### src/rtl/iso_date_to_epoch_days_macros.svh
// Assertion helpers shared by the date converter.
`ifndef ISO_DATE_TO_EPOCH_DAYS_MACROS_SVH
`define ISO_DATE_TO_EPOCH_DAYS_MACROS_SVH

// Property checked at every clock edge outside reset.
`define ISOD_ASSERT(label, prop, msg) \
  label: assert property (@(posedge clk_i) disable iff (!rst_ni) (prop)) else $error(msg);

// Condition that must never be seen outside reset.
`define ISOD_ASSERT_NEVER(label, expr, msg) \
  `ISOD_ASSERT(label, !(expr), msg)

`endif

### src/rtl/isod_pkg.sv
package isod_pkg;

  typedef logic        [7:0]  char_t;
  typedef logic        [19:0] year_t;
  typedef logic        [6:0]  md_acc_t;
  typedef logic signed [29:0] days_t;

  localparam char_t   CH_DASH = 8'h2D;
  localparam char_t   CH_ZERO = 8'h30;
  localparam char_t   CH_NINE = 8'h39;

  localparam logic [23:0] YEAR_CAP = 24'd999999;
  localparam md_acc_t     MD_SAT   = 7'd99;

  // floor(x / 25) == (x * ERA_RECIP) >> 21 for every 16-bit x
  localparam logic [16:0] ERA_RECIP    = 17'd83887;
  localparam logic [19:0] YEARS_PER_ERA = 20'd400;
  localparam logic [28:0] DAYS_PER_ERA = 29'd146097;
  localparam logic [17:0] DAYS_PER_YEAR = 18'd365;
  localparam logic [29:0] EPOCH_SHIFT  = 30'd719468;

  typedef struct packed {
    year_t      year;
    logic [3:0] month;
    logic [4:0] day;
    logic       err;
  } s1_t;

  typedef struct packed {
    year_t       ya;
    logic [11:0] era;
    logic [8:0]  doy;
    logic        err;
  } s2_t;

  typedef struct packed {
    logic [8:0]  yoe;
    logic [28:0] era_days;
    logic [8:0]  doy;
    logic        err;
  } s3_t;

  typedef struct packed {
    logic [17:0] doe;
    logic [28:0] era_days;
    logic        err;
  } s4_t;

  // Day of year at the first of each month, counted from March.
  function automatic logic [8:0] month_offset(input logic [3:0] mp);
    logic [8:0] r;
    case (mp)
      4'd0:    r = 9'd0;
      4'd1:    r = 9'd31;
      4'd2:    r = 9'd61;
      4'd3:    r = 9'd92;
      4'd4:    r = 9'd122;
      4'd5:    r = 9'd153;
      4'd6:    r = 9'd184;
      4'd7:    r = 9'd214;
      4'd8:    r = 9'd245;
      4'd9:    r = 9'd275;
      4'd10:   r = 9'd306;
      4'd11:   r = 9'd337;
      default: r = 9'd0;
    endcase
    return r;
  endfunction

endpackage

### src/rtl/isod_if.sv
interface isod_in_if import isod_pkg::*; ();
  logic  valid;
  logic  ready;
  char_t char_code;
  logic  no_byte;
  logic  last;

  modport source (output valid, output char_code, output no_byte, output last, input ready);
  modport sink (input valid, input char_code, input no_byte, input last, output ready);
endinterface

interface isod_out_if import isod_pkg::*; ();
  logic  valid;
  logic  ready;
  days_t days;
  logic  error;

  modport source (output valid, output days, output error, input ready);
  modport sink (input valid, input days, input error, output ready);
endinterface

### src/rtl/iso_date_to_epoch_days.sv
// After its last byte is accepted, a result passes the stage 1-4 registers and the output
// register. Bytes are taken one per cycle and the four conversion stages each take one new
// date per cycle; requests are held off only when the chain is full and the output is stalled.
// Reset (rst_ni low, asynchronous) clears the field phase, accumulators, error flag and
// every stage valid; no result is pending after reset.
`include "iso_date_to_epoch_days_macros.svh"

module iso_date_to_epoch_days import isod_pkg::*; (
  input  logic       clk_i,
  input  logic       rst_ni,
  isod_in_if.sink    in_i,
  isod_out_if.source out_o
);

  localparam logic [1:0] PH_YEAR  = 2'd0;
  localparam logic [1:0] PH_MONTH = 2'd1;
  localparam logic [1:0] PH_DAY   = 2'd2;
  localparam logic [1:0] PH_SPARE = 2'd3;

  logic [1:0] phase_q, phase_d, phase_upd;
  year_t      year_acc_q, year_acc_d, year_upd;
  md_acc_t    month_acc_q, month_acc_d, month_upd;
  md_acc_t    day_acc_q, day_acc_d, day_upd;
  logic       bad_q, bad_d, bad_upd;

  logic        in_acc;
  logic        is_digit, is_dash;
  logic [3:0]  dig;
  logic [23:0] year_mul;
  logic [9:0]  month_mul, day_mul;

  logic s1_vld_q, s2_vld_q, s3_vld_q, s4_vld_q, out_vld_q;
  logic rdy1, rdy2, rdy3, rdy4, rdy5;

  s1_t   s1_d, s1_q;
  s2_t   s2_d, s2_q;
  s3_t   s3_d, s3_q;
  s4_t   s4_d, s4_q;
  days_t days_d, days_q;
  logic  err_q;

  // ready chain: a stage loads when it is empty or its successor loads
  assign rdy5 = !out_vld_q || out_o.ready;
  assign rdy4 = !s4_vld_q || rdy5;
  assign rdy3 = !s3_vld_q || rdy4;
  assign rdy2 = !s2_vld_q || rdy3;
  assign rdy1 = !s1_vld_q || rdy2;

  assign in_i.ready = rdy1;
  assign in_acc     = in_i.valid && rdy1;

  // field accumulation
  assign is_digit  = (in_i.char_code >= CH_ZERO) && (in_i.char_code <= CH_NINE);
  assign is_dash   = (in_i.char_code == CH_DASH);
  assign dig       = is_digit ? in_i.char_code[3:0] : 4'd0;
  assign year_mul  = {1'b0, year_acc_q, 3'b000} + {3'b000, year_acc_q, 1'b0} + 24'(dig);
  assign month_mul = {month_acc_q, 3'b000} + {2'b00, month_acc_q, 1'b0} + 10'(dig);
  assign day_mul   = {day_acc_q, 3'b000} + {2'b00, day_acc_q, 1'b0} + 10'(dig);

  always_comb begin
    phase_upd = phase_q;
    year_upd  = year_acc_q;
    month_upd = month_acc_q;
    day_upd   = day_acc_q;
    bad_upd   = bad_q;
    if (!in_i.no_byte && !bad_q) begin
      case (phase_q)
        PH_YEAR: begin
          if (is_dash) begin
            phase_upd = PH_MONTH;
          end else if (is_digit) begin
            if (year_mul > YEAR_CAP) bad_upd = 1'b1;
            else year_upd = year_mul[19:0];
          end else begin
            bad_upd = 1'b1;
          end
        end
        PH_MONTH: begin
          if (is_dash) begin
            phase_upd = PH_DAY;
          end else if (is_digit) begin
            month_upd = (month_mul > 10'(MD_SAT)) ? MD_SAT : month_mul[6:0];
          end else begin
            bad_upd = 1'b1;
          end
        end
        default: begin
          if (is_digit) day_upd = (day_mul > 10'(MD_SAT)) ? MD_SAT : day_mul[6:0];
          else bad_upd = 1'b1;
        end
      endcase
    end
  end

  // clear after the last byte so the next string starts fresh
  always_comb begin
    phase_d     = phase_q;
    year_acc_d  = year_acc_q;
    month_acc_d = month_acc_q;
    day_acc_d   = day_acc_q;
    bad_d       = bad_q;
    if (in_acc) begin
      if (in_i.last) begin
        phase_d     = PH_YEAR;
        year_acc_d  = '0;
        month_acc_d = '0;
        day_acc_d   = '0;
        bad_d       = 1'b0;
      end else begin
        phase_d     = phase_upd;
        year_acc_d  = year_upd;
        month_acc_d = month_upd;
        day_acc_d   = day_upd;
        bad_d       = bad_upd;
      end
    end
  end

  // stage 1: final field values and validity
  always_comb begin
    s1_d.year  = year_upd;
    s1_d.month = month_upd[3:0];
    s1_d.day   = day_upd[4:0];
    s1_d.err   = bad_upd || (phase_upd == PH_YEAR) || (phase_upd == PH_MONTH) ||
                 (year_upd == '0) || (month_upd == '0) || (month_upd > 7'd12) ||
                 (day_upd == '0) || (day_upd > 7'd31);
  end

  // stage 2: shift the year to start in March, split off the 400-year era
  logic [3:0]  mp;
  logic [32:0] era_prod;
  always_comb begin
    s2_d.ya  = (s1_q.month <= 4'd2) ? s1_q.year - 20'd1 : s1_q.year;
    era_prod = 33'(s2_d.ya[19:4]) * 33'(ERA_RECIP);
    s2_d.era = era_prod[32:21];
    mp       = (s1_q.month > 4'd2) ? s1_q.month - 4'd3 : s1_q.month + 4'd9;
    s2_d.doy = month_offset(mp) + 9'(s1_q.day) - 9'd1;
    s2_d.err = s1_q.err;
  end

  // stage 3: year of era and days of the whole eras
  logic [19:0] era_years;
  always_comb begin
    era_years     = 20'(s2_q.era) * YEARS_PER_ERA;
    s3_d.yoe      = 9'(s2_q.ya - era_years);
    s3_d.era_days = 29'(s2_q.era) * DAYS_PER_ERA;
    s3_d.doy      = s2_q.doy;
    s3_d.err      = s2_q.err;
  end

  // stage 4: day of era
  logic [1:0] cent;
  always_comb begin
    if (s3_q.yoe >= 9'd300)      cent = 2'd3;
    else if (s3_q.yoe >= 9'd200) cent = 2'd2;
    else if (s3_q.yoe >= 9'd100) cent = 2'd1;
    else                         cent = 2'd0;
    s4_d.doe = 18'(s3_q.yoe) * DAYS_PER_YEAR + 18'(s3_q.yoe[8:2]) - 18'(cent) +
               18'(s3_q.doy);
    s4_d.era_days = s3_q.era_days;
    s4_d.err      = s3_q.err;
  end

  // stage 5: rebase to the epoch
  assign days_d = s4_q.err ? '0 :
                  days_t'(30'(s4_q.era_days) + 30'(s4_q.doe) - EPOCH_SHIFT);

  always_ff @(posedge clk_i or negedge rst_ni) begin
    if (!rst_ni) begin
      phase_q     <= PH_YEAR;
      year_acc_q  <= '0;
      month_acc_q <= '0;
      day_acc_q   <= '0;
      bad_q       <= 1'b0;
      s1_vld_q    <= 1'b0;
      s2_vld_q    <= 1'b0;
      s3_vld_q    <= 1'b0;
      s4_vld_q    <= 1'b0;
      out_vld_q   <= 1'b0;
    end else begin
      phase_q     <= phase_d;
      year_acc_q  <= year_acc_d;
      month_acc_q <= month_acc_d;
      day_acc_q   <= day_acc_d;
      bad_q       <= bad_d;
      if (rdy1) s1_vld_q  <= in_acc && in_i.last;
      if (rdy2) s2_vld_q  <= s1_vld_q;
      if (rdy3) s3_vld_q  <= s2_vld_q;
      if (rdy4) s4_vld_q  <= s3_vld_q;
      if (rdy5) out_vld_q <= s4_vld_q;
    end
  end

  always_ff @(posedge clk_i) begin
    if (rdy1) s1_q <= s1_d;
    if (rdy2) s2_q <= s2_d;
    if (rdy3) s3_q <= s3_d;
    if (rdy4) s4_q <= s4_d;
    if (rdy5) begin
      days_q <= days_d;
      err_q  <= s4_q.err;
    end
  end

  assign out_o.valid = out_vld_q;
  assign out_o.days  = days_q;
  assign out_o.error = err_q;

  `ISOD_ASSERT_NEVER(a_phase_spare, phase_q == PH_SPARE, "phase reached unused code")
  `ISOD_ASSERT(a_clear_after_last, in_acc && in_i.last |=> phase_q == PH_YEAR && year_acc_q == '0 && month_acc_q == '0 && day_acc_q == '0 && !bad_q, "state not cleared after last byte")
  `ISOD_ASSERT_NEVER(a_year_cap, 24'(year_acc_q) > YEAR_CAP, "year accumulator above cap")
  `ISOD_ASSERT_NEVER(a_md_sat, month_acc_q > MD_SAT || day_acc_q > MD_SAT, "month or day above saturation")
  `ISOD_ASSERT(a_days_range, out_vld_q && !err_q |-> days_q >= -30'sd719162 && days_q <= 30'sd365242500, "day count out of range")

endmodule
### src/flat_wrapper.sv
// flat-port wrapper written by rule: the top's interface ports become plain ports
module iso_date_to_epoch_days_flat import isod_pkg::*;
  (clk_i, rst_ni, in_i_valid, in_i_char_code, in_i_no_byte, in_i_last, in_i_ready, out_o_valid, out_o_days, out_o_error, out_o_ready);
  isod_in_if in_i_i ();
  isod_out_if out_o_i ();
  input  logic clk_i;
  input  logic rst_ni;
  input wire logic [$bits(in_i_i.valid)-1:0] in_i_valid;
  input wire logic [$bits(in_i_i.char_code)-1:0] in_i_char_code;
  input wire logic [$bits(in_i_i.no_byte)-1:0] in_i_no_byte;
  input wire logic [$bits(in_i_i.last)-1:0] in_i_last;
  output wire logic [$bits(in_i_i.ready)-1:0] in_i_ready;
  output wire logic [$bits(out_o_i.valid)-1:0] out_o_valid;
  output wire logic [$bits(out_o_i.days)-1:0] out_o_days;
  output wire logic [$bits(out_o_i.error)-1:0] out_o_error;
  input wire logic [$bits(out_o_i.ready)-1:0] out_o_ready;
  assign in_i_i.valid = in_i_valid;
  assign in_i_i.char_code = in_i_char_code;
  assign in_i_i.no_byte = in_i_no_byte;
  assign in_i_i.last = in_i_last;
  assign in_i_ready = in_i_i.ready;
  assign out_o_valid = out_o_i.valid;
  assign out_o_days = out_o_i.days;
  assign out_o_error = out_o_i.error;
  assign out_o_i.ready = out_o_ready;
  iso_date_to_epoch_days u_core (.clk_i(clk_i), .rst_ni(rst_ni), .in_i(in_i_i), .out_o(out_o_i));
endmodule
### config.mk
export PLATFORM = sky130hd
export DESIGN_NAME = iso_date_to_epoch_days_flat
export DESIGN_NICKNAME = d
export VERILOG_FILES = /design/src/rtl/isod_pkg.sv /design/src/rtl/isod_if.sv /design/src/rtl/iso_date_to_epoch_days.sv /design/src/flat_wrapper.sv
export VERILOG_INCLUDE_DIRS = /design/src /design/src/rtl
export SDC_FILE = /design/constraint.sdc
export NUM_CORES = 1
export LEC_CHECK = 0
export ABC_AREA = 1
export BUFFER_PORTS_ARGS = -buffer_cell sky130_fd_sc_hd__clkbuf_2
export CORE_ASPECT_RATIO = 1.75
export CORE_UTILIZATION = 24
export DETAILED_ROUTE_END_ITERATION = 8
export PLACE_DENSITY = 0.49
export SLEW_MARGIN = 20
export SYNTH_ARGS = -nofsm -noshare
export SYNTH_HDL_FRONTEND = slang
export SYNTH_SLANG_ARGS = --single-unit
### constraint.sdc
create_clock -name clk_i -period 16.64 [get_ports clk_i]
set_input_delay 0.832 -clock clk_i [delete_from_list [all_inputs] [get_ports clk_i]]
set_output_delay 0.832 -clock clk_i [all_outputs]
set_load 0.005 [all_outputs]
==> results of run 1 <==
[routing by layer]
metal	vias up	global-route usage	part of all wire
met5	-	0	0
met4	0	0.04885	0.044
met3	105	0.007797	0.018
met2	188	0.2284	0.57
met1	7959	0.1052	0.37
li1	8596	-	-
[cell usage in the layout (no fill, tap or decap), drive strengths merged, types with 3 or more instances in the layout]
cell type	netlist	final
inv	562	567
clkinv	1	6
fa	212	212
a21o	12	12
clkbuf	8	80
nand4	38	38
ha	424	424
nor4	5	5
dfrtp	42	42
nor2	138	138
a21boi	3	3
o21ai	106	106
edfxtp	188	188
xor2	71	71
o211ai	7	7
o21a	6	6
nand2	360	360
a211oi	6	6
nand3	94	94
a21oi	158	158
o21bai	11	11
bufinv	0	4
o22ai	9	9
or2	3	3
and2	3	3
buf	9	10
xnor2	38	38
nor3	29	29
a31oi	16	16
o221a	3	3
[kinds of logic after synthesis]
| logic type | after synthesis | share of synthesized area |
|---|---|---|
| AND/OR/NAND/NOR | 675 | 0.1204 |
| adder cells (fa/ha/maj) | 636 | 0.3928 |
| buffers and inverters | 580 | 0.09069 |
| AO/OA/AOI/OAI | 350 | 0.08101 |
| flip-flops | 230 | 0.2755 |
| XOR/XNOR | 109 | 0.03958 |
[final cells by class]
| type | count | area (um2) |
|---|---|---|
| inverters | 563 | 2113 |
| repair buffers | 56 | 305.3 |
| flip-flops and latches | 230 | 6696 |
| well taps | 1326 | 1659 |
| clock buffers | 34 | 711.9 |
| multi-input cells | 1770 | 15410 |
| clock inverters | 16 | 206.4 |
| fillers | 10829 | 73480 |
[stage by stage]
stage	cells	setup slack [ns]	hold slack (ns)
detailed placement	3945	8.695	0.4045
CTS	3995	8.699	0.3777
floorplan	2580	9.584	0.4003
global route	3995	8.197	0.4032
finish	3995	8.783	0.3741
global placement	3945	8.721	0.4018
[flip-flops by register name, indices dropped and copies added (netlist names)]
signal	cells
u_core.phase_q	2
u_core.out_o.days	30
u_core.month_acc_q	7
u_core.s4_vld_q	1
u_core.s1_q	30
u_core.year_acc_q	20
u_core.s2_q	31
u_core.bad_q	1
u_core.s3_q	48
u_core.out_o.error	1
u_core.s3_vld_q	1
u_core.s4_q	48
u_core.out_o.valid	1
u_core.day_acc_q	7
u_core.s1_vld_q	1
u_core.s2_vld_q	1
[path summary, 6_finish.rpt]
path | slack, ns | cells past startpoint | end
setup / recovery | 8.78 | 27 | u_core.s2_q[15]
hold / removal | 0.37 | 2 | u_core.day_acc_q[6]
setup reg to reg | 8.78 | 27 | u_core.s2_q[15]
hold reg to reg | 0.41 | 0 | u_core.s4_q[2]
max in group asynchronous | 15.81 | 2 | u_core.year_acc_q[16]
min in group clk_i | 0.41 | 0 | u_core.s4_q[2]
==> impl_results.md, run 1 <==
* TritonCTS clock tree: built
* GPL Wtd Cong at 0.9089
* Layout Nets at 3298
* Yosys top cell by area: edfxtp_1
* CP Class: reg2reg
* Post-CTS Setup Inserts at 0
* Type of origin of the critical path: flip-flop
* Die Wd at 242.6 um
* Initial DRT Pass Iterations at 5
* Worst-path maximum fanout at 7
* Vias per std cell at 4.217
* Critical path buffer and inverter count at 3
* Seq cells post-synth at 230
* Placed instance area at 0.02618 mm2
* Synth top area share at 0.2322
* Sequential element share of the synthesized area at 0.2755
* Unrepaired setup endpoints after global routing: no
* Initial antenna violation count at 0
* Synth area leaders: edfxtp_1 (23%), ha_1 (22%), fa_1 (17%)
* Ys async rst share at 0.1826
* Critical Path Max Stage Delay at 0.60 ns
* Crit path max-delay family: adder cells
* Worst min path class: in2async
* Count leader, synth: inv_1
* Port Buffers at 46
* Slew HR at 0.3790
* Worst EP arrival at 8.16 ns
* Finished Core Util at 0.2694
* Final Hold Fails at 0
* Max-capacitance violation count at 0
* Die area at 0.1026 mm2
* Die Span Y at 423.0 um
* Starting density of the core at 0.2417
* Final worst path period need at 7.857 ns
* Routed Wire Length at 55.74 mm
* Global-route wire length before repair at 89.82 mm
* Share of cells above drive strength 1 at 0.05283
* Setup violators final at 0
* Tot GR Track Use at 0.1090
* Fin crit share at 0.4722
* CP Capture Type: flip-flop
* Longest Clk Path Bufs at 3
* PostCTS Resize Cnt at 0
* Worst Clk Skew at 0.01735 ns
* Worst-Margin Slew at 0.9305 ns
* Final Cell Area at 0.02710 mm2
* Post-synth top cells: inv_1 (557), ha_1 (424), nand2_1 (347)
* Gate Count Post-Synth at 2580
* Syn Area/Cell at 9.422 um2
* Vias in the first global route at 17868
* Mapped Area at 0.02431 mm2
* Worst Path Required at 16.94 ns
* Io pins at 47
* CTS root buffer: clkbuf_16
* CTS clk-pin slew, worst paths at 0.07 ns
* Diodes inserted at 0
* Total CTS buffers at 27
* H-tree depth at 1
* Core area at 0.1006 mm2
* Most used DFF post-synth: edfxtp_1
* Gr ovfl total at 0
* Starting DRC count in detailed routing at 536
* Run status: completed
* Worst R2R Start: u_core.s1_q[7]
* Slowest cell on the critical path: fa_1
* Wire per inst at 13.95 um
* Crit-path most repeated cell: fa_1
* Crit. Startpoint: u_core.s1_q[7]
* Count of warnings emitted by yosys at 0
* Synth Net Count at 3230
* Detail Placement HPWL at 47.96 mm
* Largest net degree at the start of global routing at 51
* Achievable Freq at 127.3 MHz
* Rows at 154
* Setup TNS at 0 ns
* Worst-Skew Late Latency at 0.56 ns
* Post-synth EDFFs at 188
* Final ANT Viol Nets at 0
* # clock sinks at 230
* Distinct cells, synth at 57
* Area Growth Syn to Fin at 11.48%
* Via count at 16848
* Pins over their slew limit at 0
* Post-route DRC violation count at 0
* CTS Hold Bufs at 0
Power of run 1 is left out: the tool's default activity adds up to more than one toggle a clock period on the data nets, which glitch-free logic cannot reach.
==> inputs of run 2 (changes only) <==
- PLACE_DENSITY: 0.49 -> 0.5
- clock period: 16.64 -> 6.7 ns (I/O delays scaled with it)
==> run 2 against run 1 <==
  * Cell count up 2.6%
  * Wire length up 2.1%
  * Clock skew up 0.020 ns
  * Count of clock-buffer cells in the layout down 2
  * Register-to-register slack worse by 8.7 ns
  * Largest cell class unchanged
  * Critical path depth down 1
  * Sequential share of layout area down 1.1 points
  * Core utilization up 1.3 points
==> impl_results.md, run 2 (synthesis gave the netlist of run 1 again) <==
* Placed cell count at 4041 (+2.4%)
* Non-Filler Instances at 4097 (+2.6%)
* Initial antenna violation count at 0 (unchanged)
* Critical path destination: u_core.s2_q[17]
* Worst EP arrival at 6.93 ns (-1.23 ns)
* Port Buffers at 46 (unchanged)
* Wire per inst at 13.89 um (-0.44%)
* Worst-Margin Slew at 0.9209 ns (-0.009671 ns)
* Unrepaired setup endpoints after global routing: yes
* TritonCTS clock tree: built
* # clock sinks at 230 (unchanged)
* Post-route DRC violation count at 0 (unchanged)
* Most frequent cells in the layout: inv_1 (546), ha_1 (408), nand2_1 (333)
* GPL Wtd Cong at 0.8848 (-2.7%)
* Worst-Skew Late Latency at 0.58 ns (+0.02 ns)
* Worst Path Required at 7.03 ns (-9.91 ns)
* CTS clk-pin slew, worst paths at 0.07 ns (about the same)
* Setup violators final at 0 (unchanged)
* Vias in the first global route at 18722 (+4.8%)
* Die Span Y at 423.0 um (unchanged)
* Die area at 0.1026 mm2 (unchanged)
* Detail Placement HPWL at 48.56 mm (+1.2%)
* Starting DRC count in detailed routing at 591 (+10%)
* Run status: completed
* Share of cells above drive strength 1 at 0.1223 (+0.06951)
* Tot GR Track Use at 0.1122 (+0.003133)
* Top flop regs: u_core.s3_q (48), u_core.s4_q (48), u_core.s2_q (31)
* Cells on worst reg2reg path at 26 (-3.7%)
* Final Hold Fails at 0 (unchanged)
* Longest Clk Path Bufs at 3 (unchanged)
* Achievable Freq at 151.7 MHz (+19%)
* Final worst path period need at 6.593 ns (-1.263 ns)
* Worst R2R Start: u_core.s1_q[14]
* Largest net degree at the start of global routing at 50 (-2.0%)
* Final ANT Viol Nets at 0 (unchanged)
* Gr ovfl total at 0 (unchanged)
* Worst min path class: in2reg
* Vias per std cell at 4.227 (+0.24%)
* H-tree depth at 1 (unchanged)
* Core area at 0.1006 mm2 (unchanged)
* Global-route wire length before repair at 92.45 mm (+2.9%)
* CP Capture Type: flip-flop
* Diodes inserted at 0 (unchanged)
* FILL cells at 10735 (-0.87%)
* Pins over their slew limit at 0 (unchanged)
* CTS root buffer: clkbuf_16
* FF-to-FF setup slack at 0.11 ns (-8.68 ns)
* Initial DRT Pass Iterations at 4 (-1)
* Routed Wire Length at 56.91 mm (+2.1%)
* Layout Nets at 3401 (+3.1%)
* Crit. Startpoint: u_core.s1_q[14]
* Area Growth Syn to Fin at 16.73%
* CP Class: reg2reg
* Slew HR at 0.3854 (+0.006455)
* Total CTS buffers at 26 (-3.7%)
* FF-to-FF End: u_core.s2_q[17]
* Commonest non-fill, non-tap cell in the layout: inv_1
* Die Wd at 242.6 um (unchanged)
* Type of origin of the critical path: flip-flop
* Max-capacitance violation count at 0 (unchanged)
* Via count at 17319 (+2.8%)
* Worst hold start: in_i_no_byte
* Fin crit share at 0.9841 (+0.5119)
* Starting density of the core at 0.2417 (unchanged)
* Worst-path maximum fanout at 3 (-4)
* Rows at 154 (unchanged)
* Worst Clk Skew at 0.03706 ns (+0.01971 ns)
* Io pins at 47 (unchanged)
[run 2: changes by cell type in the layout (fill, tap and decap cells not counted), sizes merged]
cell | before | now
clkinvlp | 2 | 1
buf | 10 | 113
dlygate4sd3 | 0 | 1
bufinv | 4 | 2
clkinv | 6 | 9
clkbuf | 80 | 78
[run 2: worst min path at each step]
stage / slack [ns] / end / depth (start not counted)
CTS: 0.13 / u_core.phase_q[0] / 4
floorplan: 0.04 / u_core.bad_q / 0
global placement: 0.40 / u_core.s4_q[16] / 0
detailed placement: 0.40 / u_core.s3_q[41] / 0
finish: 0.16 / u_core.phase_q[0] / 4
global route: 0.18 / u_core.phase_q[0] / 4
[run 2: worst max-delay path, cell delays in order (launching register included)]
cell and delay (ns):
edfxtp_1 0.40, nor2_2 0.12, nand4_1 0.13, nor2_4 0.13, nand2_2 0.07, or4_4 0.45, nor3_4 0.26, nand3_2 0.12
xor2_2 0.21, inv_2 0.08, fa_1 0.52, inv_2 0.07, fa_1 0.49, inv_2 0.04, fa_2 0.39, fa_2 0.57
fa_1 0.43, fa_1 0.59, ha_4 0.22, a21oi_2 0.11, nor2_1 0.06, a211oi_2 0.20, nand2_1 0.13, a211oi_2 0.21
nand2_2 0.10, buf_4 0.14, xor2_1 0.13
[run 2: repair_timing]
action,CTS,global route
pin swaps,17,29
hold buffers,1,0
endpoints found under the setup margin,11,12
resized for setup,17,90
cloned,0,0
setup buffers,2,6
hold endpoints to repair,42,0
[run 2: per-layer routing]
metal | wire (um) | vias up | GRT usage
met5 | 0 | - | 0
met4 | 2775 | 0 | 0.05472
met3 | 1295 | 124 | 0.01122
met2 | 32620 | 230 | 0.2347
met1 | 20220 | 8182 | 0.1047
li1 | - | 8783 | -
[run 2: layout make-up]
type                    count  area, um2  area share
repair buffers            160       1092     0.03849
multi-input cells        1770      15960      0.5623
clock buffers              32      704.4     0.02482
flip-flops and latches    230       6696      0.2360
clock inverters            16      155.1    0.005467
inverters                 563       2113     0.07447
well taps                1326       1659     0.05847
[run 2: through the flow]
step | util | hold slack, ns | cell area [um2] | setup slack, ns | TNS [ns]
floorplan | - | 0.03941 | 24360 | -0.008075 | -0.008075
CTS | 0.2777 | 0.1312 | 27930 | 0.005830 | 0
global placement | 0.2680 | 0.4013 | 26950 | -0.2718 | -1.230
detailed placement | 0.2680 | 0.4045 | 26950 | -0.2886 | -1.884
finish | 0.2821 | 0.1623 | 28380 | 0.1065 | 0
global route | 0.2821 | 0.1782 | 28380 | -0.1766 | -1.121
Power of run 2 is left out for the same reason.
==> inputs of run 3 (changes only) <==
==> constraint.sdc (replaced) <==
create_clock -name clk_i -period 6.7 [get_ports clk_i]
set_input_delay 0.67 -clock clk_i [delete_from_list [all_inputs] [get_ports clk_i]]
set_output_delay 0.67 -clock clk_i [all_outputs]
set_load 0.005 [all_outputs]
==> run 3 against run 2 <==
  * Clock skew shrank 0.023 ns
  * Count of clock-buffer cells in the layout grew 4
  * Global-route usage shrank 0.060 points
  * Worst setup slack lost 0.073 ns
  * Critical path depth is the same
  * First-iteration DRC count shrank 4.4%
  * Wire length grew 0.60%
  * Critical path type unchanged
==> impl_results.md, run 3 (synthesis gave the netlist of run 1 again) <==
* Final Hold Fails at 0 (unchanged)
* Initial antenna violation count at 0 (unchanged)
* H-tree depth at 1 (unchanged)
* Global-route met2 utilization at 0.2340 (-0.0006686)
* Placed instance area at 0.02698 mm2 (about the same)
* Setup violators final at 0 (unchanged)
* Worst Clk Skew at 0.01383 ns (-0.02324 ns)
* Max-capacitance violation count at 0 (unchanged)
* Die Span Y at 423.0 um (unchanged)
* CTS clk-pin slew, worst paths at 0.07 ns (about the same)
* Longest Clk Path Bufs at 3 (unchanged)
* # clock sinks at 230 (unchanged)
* Starting DRC count in detailed routing at 565 (-4.4%)
* Top Usage Layer GRT: met2
* Diodes inserted at 0 (unchanged)
* CP Capture Type: flip-flop
* Unrepaired setup endpoints after global routing: yes
* TritonCTS clock tree: built
* Multi-input gate area at 0.01594 mm2 (-0.10%)
* Vias in the first global route at 18566 (-0.83%)
* Type of origin of the critical path: flip-flop
* Worst min path class: in2async
* Achievable Freq at 150.0 MHz (-1.1%)
* GPL Wtd Cong at 0.8772 (-0.86%)
* CTS Hold Bufs at 0 (-1)
* Rows at 154 (unchanged)
* Register Area at 0.006696 mm2 (unchanged)
* Top flop regs: u_core.s3_q (48), u_core.s4_q (48), u_core.s2_q (31)
* Area Growth Syn to Fin at 16.85% (about the same)
* Setup TNS at 0 ns (unchanged)
* Initial DRT Pass Iterations at 5 (+1)
* Final setup margin at 0.03340 ns (-0.07312 ns)
* Final Cell Area at 0.02840 mm2 (about the same)
* Global-route wire length before repair at 91.73 mm (-0.78%)
* Layout Nets at 3405 (+0.12%)
* GRT met3 Usage at 0.01033 (-0.0008874)
* Worst-Margin Slew at 0.9398 ns (+0.01892 ns)
* Core area at 0.1006 mm2 (unchanged)
* Pre-CTS setup slack at -0.2679 ns (+0.02065 ns)
* Port Buffers at 46 (unchanged)
* Die area at 0.1026 mm2 (unchanged)
* Detail Placement HPWL at 49.02 mm (+0.94%)
* Gr ovfl total at 0 (unchanged)
* Met1 GRT Util at 0.1028 (-0.001854)
* Wire per inst at 13.96 um (+0.52%)
* Slew HR at 0.3728 (-0.01263)
* Final ANT Viol Nets at 0 (unchanged)
* Worst Path Required at 7.02 ns (about the same)
* FF-to-FF setup slack at 0.03 ns (-0.07 ns)
* Share of cells above drive strength 1 at 0.1240 (+0.001670)
* FILL cells at 10693 (-0.39%)
* Fin crit share at 0.9950 (+0.01091)
* Routed Wire Length at 57.25 mm (+0.60%)
* Largest net degree at the start of global routing at 51 (+2.0%)
* Tot GR Track Use at 0.1116 (-0.0006048)
* Worst-Skew Late Latency at 0.56 ns (-0.02 ns)
* Post-route DRC violation count at 0 (unchanged)
* Commonest non-fill, non-tap cell in the layout: inv_1
* Most frequent cells in the layout: inv_1 (545), ha_1 (408), nand2_1 (336)
* Io pins at 47 (unchanged)
* Worst-path maximum fanout at 3 (unchanged)
* Final worst path period need at 6.667 ns (+0.07312 ns)
* Worst EP arrival at 6.98 ns (+0.05 ns)
* CP Class: reg2reg
* Run status: completed
* Pins over their slew limit at 0 (unchanged)
* Die Wd at 242.6 um (unchanged)
* Vias per std cell at 4.238 (+0.25%)
* Total CTS buffers at 27 (+3.8%)
* Via count at 17375 (+0.32%)
* Starting density of the core at 0.2417 (unchanged)
* CTS root buffer: clkbuf_16
==> run 3: changes by cell type in the layout (fill, tap and decap cells not counted), sizes merged <==
cell | before | now
clkinvlp | 1 | 6
inv | 567 | 564
clkbuf | 78 | 82
buf | 113 | 117
dlygate4sd3 | 1 | 0
clkinv | 9 | 3
==> run 3: what timing repair did <==
action	4_1_cts	5_1_grt
gates cloned	0	0
gates resized for setup	17	93
buffers inserted	2	7
pin swaps	16	56
setup endpoints to repair	12	12
==> run 3: metrics by stage <==
step	hold slack (ns)	instances	util
after floorplan	0.3744	2580	-
after global placement	0.4008	4044	0.2682
after detailed placement	0.4045	4044	0.2682
after CTS	0.2344	4094	0.2780
after global routing	0.2644	4100	0.2824
final	0.2286	4100	0.2824
==> run 3: area by class of cell <==
cell class / count / share of cell area
inverters: 563 / 0.07440
clock inverters: 12 / 0.004757
clock buffers: 36 / 0.02608
repair buffers: 163 / 0.03942
well taps: 1326 / 0.05841
multi-input cells: 1770 / 0.5612
flip-flops and latches: 230 / 0.2358
==> run 3: path summary, 6_finish.rpt <==
| kind | start | endpoint | cells after the start |
|---|---|---|---|
| hold / removal | rst_ni | u_core.out_o.valid | 2 |
| min in group clk_i | u_core.s3_q[12] | u_core.s4_q[3] | 0 |
| max in group asynchronous | rst_ni | u_core.year_acc_q[16] | 2 |
| hold reg to reg | u_core.s3_q[12] | u_core.s4_q[3] | 0 |
| setup reg to reg | u_core.s1_q[13] | u_core.s2_q[17] | 26 |
| setup / recovery | u_core.s1_q[13] | u_core.s2_q[17] | 26 |
==> run 3: critical path, stage by stage, from the launching register on <==
cell and delay [ns]:
edfxtp_1 0.39, nor2_1 0.12, nand4_1 0.13, nor2_4 0.15, nand2_2 0.07, or4_4 0.51, nor3_4 0.24, nand3_2 0.13
xor2_2 0.19, inv_2 0.07, fa_1 0.51, inv_2 0.06, fa_1 0.47, inv_1 0.05, fa_2 0.55, fa_2 0.45
fa_2 0.42, fa_1 0.59, ha_4 0.22, a21oi_2 0.11, nor2_1 0.05, a211oi_2 0.20, nand2_1 0.12, a211oi_2 0.19
nand2_1 0.13, buf_4 0.15, xor2_1 0.13
==> run 3: metal layers <==
layer / up-vias / wire, um
li1: 8807 / -
met1: 8219 / 20160
met2: 219 / 32870
met3: 130 / 1210
met4: 0 / 3012
met5: - / 0
Power of run 3 is left out for the same reason.
